**src/hdl/xtl_pkg.sv**
```systemverilog
// xtl_pkg: shared widths, register indices and control types for the xyb to linear rgb block
// no dependencies; imported by every module under hdl
`timescale 1ns / 1ps

package xtl_pkg;

	localparam int IN_W    = 20;   // xyb component, signed q3.16
	localparam int CH_W    = 21;   // packed coefficient field, signed q4.16
	localparam int REG_W   = 63;   // three packed fields
	localparam int SCALE_W = 24;   // unsigned q8.16
	localparam int OUT_W   = 24;   // linear rgb, signed q7.16
	localparam int DATA_W  = 64;   // apb data
	localparam int ADDR_W  = 6;    // six registers at 8 byte spacing
	localparam int IDX_W   = 3;

	// widths along a lane
	localparam int G_W     = CH_W + 1;        // channel minus cube root bias
	localparam int SQ_W    = 28;              // rounded square, at most 2^26
	localparam int CUBE_W  = 34;              // rounded cube
	localparam int SUM_W   = CUBE_W + 1;      // cube plus bias
	localparam int V_W     = 44;              // scaled channel
	localparam int TERM_W  = CH_W + V_W;      // coefficient times channel
	localparam int ACC_W   = TERM_W + 2;      // sum of three terms

	localparam logic [SCALE_W-1:0] SCALE_RST = SCALE_W'(65536);

	localparam logic signed [OUT_W-1:0] OUT_MAX = {1'b0, {(OUT_W-1){1'b1}}};
	localparam logic signed [OUT_W-1:0] OUT_MIN = {1'b1, {(OUT_W-1){1'b0}}};

	typedef enum logic [IDX_W-1:0] {
		IDX_MAT0  = 3'd0,
		IDX_MAT1  = 3'd1,
		IDX_MAT2  = 3'd2,
		IDX_BIAS  = 3'd3,
		IDX_CBRT  = 3'd4,
		IDX_SCALE = 3'd5
	} cfg_idx_e;

	typedef struct packed {
		logic [2:0][REG_W-1:0] mat_row;
		logic [REG_W-1:0]      bias;
		logic [REG_W-1:0]      cbrt_bias;
		logic [SCALE_W-1:0]    scale;
	} cfg_t;

	// load enables of the six pipeline stages
	typedef struct packed {
		logic s1;
		logic s2;
		logic s3;
		logic s4;
		logic s5;
		logic s6;
	} pipe_en_t;

endpackage

```
**src/hdl/xtl_cfg.sv**
```systemverilog
// xtl_cfg: apb register file holding matrix rows, biases and intensity scale
// depends on xtl_pkg
`timescale 1ns / 1ps

module xtl_cfg (
	input  logic                         clk,
	input  logic                         arst_n,
	input  logic                         psel,
	input  logic                         penable,
	input  logic                         pwrite,
	input  logic [xtl_pkg::ADDR_W-1:0]   paddr,
	input  logic [xtl_pkg::DATA_W-1:0]   pwdata,
	output logic [xtl_pkg::DATA_W-1:0]   prdata,
	output xtl_pkg::cfg_t                cfg
);
	import xtl_pkg::*;

	cfg_t     cfg_q;
	cfg_idx_e idx;
	logic     wr;

	assign idx = cfg_idx_e'(paddr[ADDR_W-1:ADDR_W-IDX_W]);
	assign wr  = psel & penable & pwrite;

	always_ff @(posedge clk or negedge arst_n) begin
		if (!arst_n) begin
			cfg_q.mat_row   <= '0;
			cfg_q.bias      <= '0;
			cfg_q.cbrt_bias <= '0;
			cfg_q.scale     <= SCALE_RST;
		end else if (wr) begin
			case (idx)
				IDX_MAT0:  cfg_q.mat_row[0] <= pwdata[REG_W-1:0];
				IDX_MAT1:  cfg_q.mat_row[1] <= pwdata[REG_W-1:0];
				IDX_MAT2:  cfg_q.mat_row[2] <= pwdata[REG_W-1:0];
				IDX_BIAS:  cfg_q.bias       <= pwdata[REG_W-1:0];
				IDX_CBRT:  cfg_q.cbrt_bias  <= pwdata[REG_W-1:0];
				IDX_SCALE: cfg_q.scale      <= pwdata[SCALE_W-1:0];
				default:   ;
			endcase
		end
	end

	always_comb begin
		case (idx)
			IDX_MAT0:  prdata = DATA_W'(cfg_q.mat_row[0]);
			IDX_MAT1:  prdata = DATA_W'(cfg_q.mat_row[1]);
			IDX_MAT2:  prdata = DATA_W'(cfg_q.mat_row[2]);
			IDX_BIAS:  prdata = DATA_W'(cfg_q.bias);
			IDX_CBRT:  prdata = DATA_W'(cfg_q.cbrt_bias);
			IDX_SCALE: prdata = DATA_W'(cfg_q.scale);
			default:   prdata = '0;
		endcase
	end

	assign cfg = cfg_q;

endmodule

```
**config.mk**
```make
export PLATFORM = sky130hd
export DESIGN_NAME = xtl_cfg
export DESIGN_NICKNAME = d
export VERILOG_FILES = /design/src/hdl/xtl_pkg.sv /design/src/hdl/xtl_cfg.sv
export SDC_FILE = /design/constraint.sdc
export NUM_CORES = 1
export LEC_CHECK = 0
export BUFFER_PORTS_ARGS = -buffer_cell sky130_fd_sc_hd__buf_2
export CAP_MARGIN = 20
export CORE_MARGIN = 2
export CORE_UTILIZATION = 32
export DETAILED_ROUTE_END_ITERATION = 10
export GPL_TIMING_DRIVEN = 0
export PLACE_DENSITY = 0.59
export SLEW_MARGIN = 20
export SYNTH_ARGS = -nofsm -noshare
export SYNTH_HDL_FRONTEND = slang
export SYNTH_SLANG_ARGS = --single-unit
```
**constraint.sdc**
```tcl
create_clock -name clk -period 2.9 [get_ports clk]
set_clock_uncertainty 0.1 [all_clocks]
set_input_delay 0.145 -clock clk [delete_from_list [all_inputs] [get_ports clk]]
set_output_delay 0.145 -clock clk [all_outputs]
set_load 0.005 [all_outputs]
```
==> qor.txt, run 1 <==
Ys Warns -> 0
Syn Nets -> 1180
worst min-delay path class -> in -> async
DIE HEIGHT -> 225.2 um
Most Crowded Layer GR -> met2
vias in the first global route -> 12.71k
Mapped Cells -> 1105
ant diodes -> 0
Cell Chain, Critical Path -> buf_2, buf_2, buf_4, buf_2, buf_2, o22ai_1, buf_2
layout cells sized above 1 -> 58.77%
Final Max Slew Viols -> 0
RSZ-0062 raised after global routing -> false
CTS root buf -> clkbuf_16
actual slew at the worst max-slew pin -> 1069 ps
status -> completed
critical path type -> in -> out
Place WS -> -147.1 ps
setup repair bufs after CTS -> 0
met1 usage -> 31.26%
asr flop ratio synth -> 100.0%
Netlist Area Pre-Place -> 15660 sq um
All-Layer GR Usage -> 24.80%
Post-synth EDFFs -> 0
Clk pwr share -> 33.4%
DRC -> 0
Final ANT Viol Nets -> 0
CP max FO -> 10
final worst setup slack -> 237.0 ps
Pwr per Cell Area -> 712.0 nW/um^2
met2 Use GR -> 41.85%
width of the die -> 225.2 um
H-tree depth -> 2
global-route wire length before repair -> 90690 um
post-synthesis sequential area ratio -> 54.17%
maximum vdd drop -> 0.4110 mV
HPWL after detailed placement -> 45020 um
maxcap violations -> 0
I/O Pins -> 478
CTS buffer count -> 39
largest net degree at the start of global routing -> 99
maximum clock insertion buffer count -> 3
CP arrival -> 2420 ps
# rows -> 81
Lkg Pwr -> 10.35 nW
Largest register FFs -> 339
Nets -> 1759
Avg Inst Size Synth -> 14.17 sq um
Reg power frac -> 43.4%
vias -> 12.22k
clock slew at reported path FFs -> 50 ps
prevailing post-synth register cell -> dfrtp_1
initial drt markers -> 631
Filler cells -> 4640
core area -> 48650 sq um
minimum clock period after layout -> 2663 ps
most frequent CP cell -> buf_2
Gate power share -> 23.2%
Max Freq -> 375.5 MHz
Remaining Overflow, GRT -> 0
Initial Utilization -> 32.19%
Final Setup Violations -> 0
Placer Congestion -> 0.8271
Layout Cells excl Fill -> 2332
mean number of vias per cell -> 5.239
initial antenna violation count -> 1
CP Capture Type -> output pin
worst endpoint required time -> 2650 ps
worst skew pair latency -> 540 ps
final core occ -> 42.76%
die area -> 50730 sq um
Sw Ratio -> 29.31%
Placed Area -> 18890 sq um
slowest CP cell -> buf_2
Layout area overhead -> 32.81%
CP startpoint kind -> input pin
internal power -> 10.47 mW
DR pass1 iterations -> 5
Synth Register Bits -> 339
max_slew headroom -> 28.72%
Finished Cell Area -> 20800 sq um
WL final -> 63830 um
post-synth cell types -> 35
final worst-path cycle share -> 91.83%
Buffers on Ports -> 471
CTS tree -> done
Final Hold Vio Count -> 0
sw power -> 4.341 mW
placed insts -> 2201
met3 usage -> 6.819%
WL/cell -> 27.37 um
clock sink count -> 339
slowest stage delay, CP -> 490 ps
[cells in the final DEF (no fill, tap or decap), types with 5 or more instances in the layout]
cell,n
a22oi_1,26
nand2_1,36
o21ai_0,6
buf_4,15
mux2_2,392
clkbuf_8,8
a211oi_1,11
a221o_1,5
mux2_1,21
buf_2,501
a311o_1,11
buf_6,25
nand3_1,5
nor2_1,19
o22ai_1,14
dfrtp_1,338
a21oi_1,36
clkbuf_16,41
clkbuf_1,22
dlygate4sd3_1,64
a221oi_1,29
mux2i_1,43
[layout make-up]
cell class / count / area, sq um / area share [%]
inverters: 1 / 3.754 / 0.01805
clock inverters: 6 / 85.08 / 0.4090
well taps: 622 / 778.2 / 3.742
flip-flops and latches: 339 / 8484 / 40.79
repair buffers: 538 / 3090 / 14.86
clock buffers: 61 / 1181 / 5.679
multi-input cells: 680 / 6571 / 31.59
plain buffers: 85 / 605.6 / 2.911
[routing by layer]
metal | routed length (um) | vias to the layer above
met5 | 0 | -
met2 | 31070 | 489
met3 | 4841 | 82
li1 | - | 5288
met1 | 26490 | 6359
met4 | 1423 | 0
[what timing repair did]
item                                    CTS  global route
resized for setup                         2             1
endpoints found under the hold margin   580             0
endpoints found under the setup margin    3             2
hold buffers                             64             0
[path summary, 6_finish.rpt]
check,startpoint,endpoint,slack (ps),depth (start not counted)
worst min-delay path,arst_n,cfg[30],30,2
worst max-delay path,paddr[4],prdata[49],240,7
worst max register to register,cfg[323],cfg[323],1950,1
max in group asynchronous,arst_n,cfg[129],1290,4
min in group clk,penable,cfg[88],180,4
worst min register to register,cfg[146],cfg[146],410,1
[kinds of logic after synthesis]
logic type / after synthesis / share of synthesized area [%]
multiplexers: 456 / 32.44
flip-flops: 339 / 54.17
AO/OA/AOI/OAI: 147 / 6.751
buffers and inverters: 86 / 3.867
AND/OR/NAND/NOR: 76 / 2.740
other: 1 / 0.02394
[critical path: cells and delay by family]
kind            cells  cell delay [ps]
compound gates      1              220
buf+inv             6             2030
[cell usage after synthesis (2+ instances only)]
master    instances  share of area, %
buf_1             2             0.048
nor2_4            2              0.14
o221ai_1          3              0.17
nand2b_1          2             0.080
o22ai_1          14              0.56
buf_4            15              0.72
a221o_1           5              0.32
a22oi_1          26               1.2
buf_6            25               1.8
mux2_1           21               1.5
nand2_1          36              0.86
nor2_1           19              0.46
clkbuf_1         12              0.29
dfrtp_1         338                54
a31oi_1           4              0.16
nor2b_1           4              0.16
nand3_1           5              0.16
o21ai_0           6              0.19
mux2_2          392                28
a21oi_1          36               1.2
a211oi_1         11              0.53
nor2_8            4              0.51
buf_2            31              0.99
a221oi_1         29               1.6
mux2i_1          43               2.7
a311o_1          11              0.70
[power groups by stage]
stage                     Clock [mW]  Sequential [mW]  Combinational, mW
after floorplan                    0             6.42               1.46
after global placement             0             6.42               3.35
after detailed placement           0             6.49               3.39
after CTS                       5.05             6.41               3.48
after global routing            5.24             6.54               3.73
final                           4.95             6.42               3.44
[stage by stage]
stage          hold slack (ps)  total power, mW  setup TNS, ps
3_5_place_dp             7.854            9.880         -234.1
4_1_cts                  10.61            14.94              0
3_3_place_gp             320.5            9.770       -1702610
6_report                 27.07            14.81              0
5_1_grt                  50.13            15.51              0
2_1_floorplan           -250.6            7.879              0
Power figures use the tool's default switching activity.
==> run 2: changes to the inputs <==
==> constraint.sdc (replaced) <==
create_clock -name clk -period 3.1 [get_ports clk]
set_clock_uncertainty 0.1 [all_clocks]
set_input_delay 0.155 -clock clk [delete_from_list [all_inputs] [get_ports clk]]
set_output_delay 0.155 -clock clk [all_outputs]
set_load 0.005 [all_outputs]
==> qor.txt, run 2 (synthesized netlist as in run 1, its figures left out) <==
Layout area overhead -> 32.89%
ant diodes -> 0
actual slew at the worst max-slew pin -> 1037 ps
multi-input logic area -> 6571 sq um
Placed Area -> 18890 sq um
die area -> 50730 sq um
FF+latch area -> 8484 sq um
CTS buffer count -> 39
Critical Path Source -> paddr[4]
# rows -> 81
core area -> 48650 sq um
Buffers on Ports -> 471
CTS tree -> done
worst skew pair latency -> 540 ps
critical register-to-register path endpoint -> cfg[323]
placed insts -> 2201
Initial Utilization -> 32.19%
Final ANT Viol Nets -> 0
vias in the first global route -> 12.71k
layout cells sized above 1 -> 58.68%
Finished Cell Area -> 20810 sq um
clock slew at reported path FFs -> 50 ps
HPWL after detailed placement -> 45020 um
CTS root buf -> clkbuf_16
WL final -> 63910 um
vias -> 12.24k
Nets -> 1760
Placer Congestion -> 0.8271
initial drt markers -> 589
maximum clock insertion buffer count -> 3
mean number of vias per cell -> 5.245
Largest register FFs -> 339
DRC -> 0
global-route wire length before repair -> 90710 um
worst endpoint required time -> 2840 ps
I/O Pins -> 478
DR pass1 iterations -> 5
r2r setup slk -> 2150 ps
H-tree depth -> 2
Max Freq -> 338.7 MHz
CP Capture Type -> output pin
commonest non-fill, non-tap cells in the layout -> buf_2 (501), mux2_2 (392), dfrtp_1 (338)
max_slew headroom -> 30.85%
Filler cells -> 4641
Remaining Overflow, GRT -> 0
RSZ-0062 raised after global routing -> false
critical path type -> in -> out
final worst-path cycle share -> 95.23%
status -> completed
Final Setup Violations -> 0
CP max FO -> 10
R2R cell count -> 1
worst min-delay path class -> in -> async
commonest non-fill, non-tap cell in the layout -> buf_2
Layout Cells excl Fill -> 2333
end of the critical path -> prdata[50]
maxcap violations -> 0
All-Layer GR Usage -> 24.80%
setup repair bufs after CTS -> 0
Final Hold Vio Count -> 0
width of the die -> 225.2 um
R2R Path Start -> cfg[323]
Pwr per Cell Area -> 665.8 nW/um^2
Lkg Pwr -> 10.35 nW
clock sink count -> 339
WL/cell -> 27.39 um
Final Max Slew Viols -> 0
CP arrival -> 2700 ps
largest net degree at the start of global routing -> 99
minimum clock period after layout -> 2952 ps
DIE HEIGHT -> 225.2 um
initial antenna violation count -> 1
maximum vdd drop -> 0.3839 mV
CP startpoint kind -> input pin
[run 2: cell count changes in the layout (fill, tap and decap cells not counted)]
cell | previous run | this run
clkbuf_2 | 3 | 1
buf_8 | 1 | 2
buf_1 | 1 | 3
[run 2: worst min-delay path by stage]
stage                     startpoint  endpoint  slack, ps  cells after the start
after floorplan               arst_n    cfg[0]       -240                      0
after global placement    pwdata[57]  cfg[144]        330                      2
after detailed placement      arst_n   cfg[30]         20                      1
after CTS                     arst_n   cfg[30]         20                      2
after global routing          arst_n    cfg[8]         60                      2
final                         arst_n   cfg[30]         30                      2
[run 2: metal layers]
| metal | share of wire (%) | global-route usage [%] |
|---|---|---|
| met2 | 49 | 41.80 |
| met3 | 7.6 | 6.819 |
| met1 | 42 | 31.28 |
| met4 | 2.2 | 6.708 |
| met5 | 0 | 0 |
[run 2: per-stage QoR]
stage	setup TNS (ps)	setup WS, ps	utilization, %	hold WS (ps)	power [mW]
2_1_floorplan	0	1573	-	-240.6	7.371
3_3_place_gp	-1637970	-4887	38.64	330.5	9.140
3_5_place_dp	0	32.86	38.83	17.85	9.243
4_1_cts	0	34.03	42.75	20.61	13.98
5_1_grt	0	26.53	42.78	60.10	14.51
6_report	0	147.8	42.78	33.77	13.86
[run 2: worst max-delay path: stages]
cell	delay [ps]
buf_2	150
buf_2	250
nor2_1	720
buf_1	730
a22oi_1	230
o22ai_1	280
buf_2	180
[run 2: report_power, final]
group	leakage (nW)	internal, mW	total, mW	switching [mW]
clock network	0.613	2.77	4.63	1.86
logic	5.41	1.72	3.22	1.50
registers	4.33	5.30	6.01	0.708
total	10.4	9.79	13.9	4.06
[run 2: timing repair]
action / CTS / global route
gates resized for setup: 0 / 1
endpoints found under the setup margin: 0 / 1
endpoints found under the hold margin: 580 / 0
hold buffers: 64 / 0
[run 2: cell type report]
cell class | count | share of cell area (%)
Sequential cell | 339 | 40.77
Tap cell | 622 | 3.739
Timing Repair Buffer | 539 | 14.92
Clock buffer | 61 | 5.675
Inverter | 1 | 0.01804
Buffer | 85 | 2.898
Multi-Input combinational cell | 680 | 31.57
Clock inverter | 6 | 0.4088
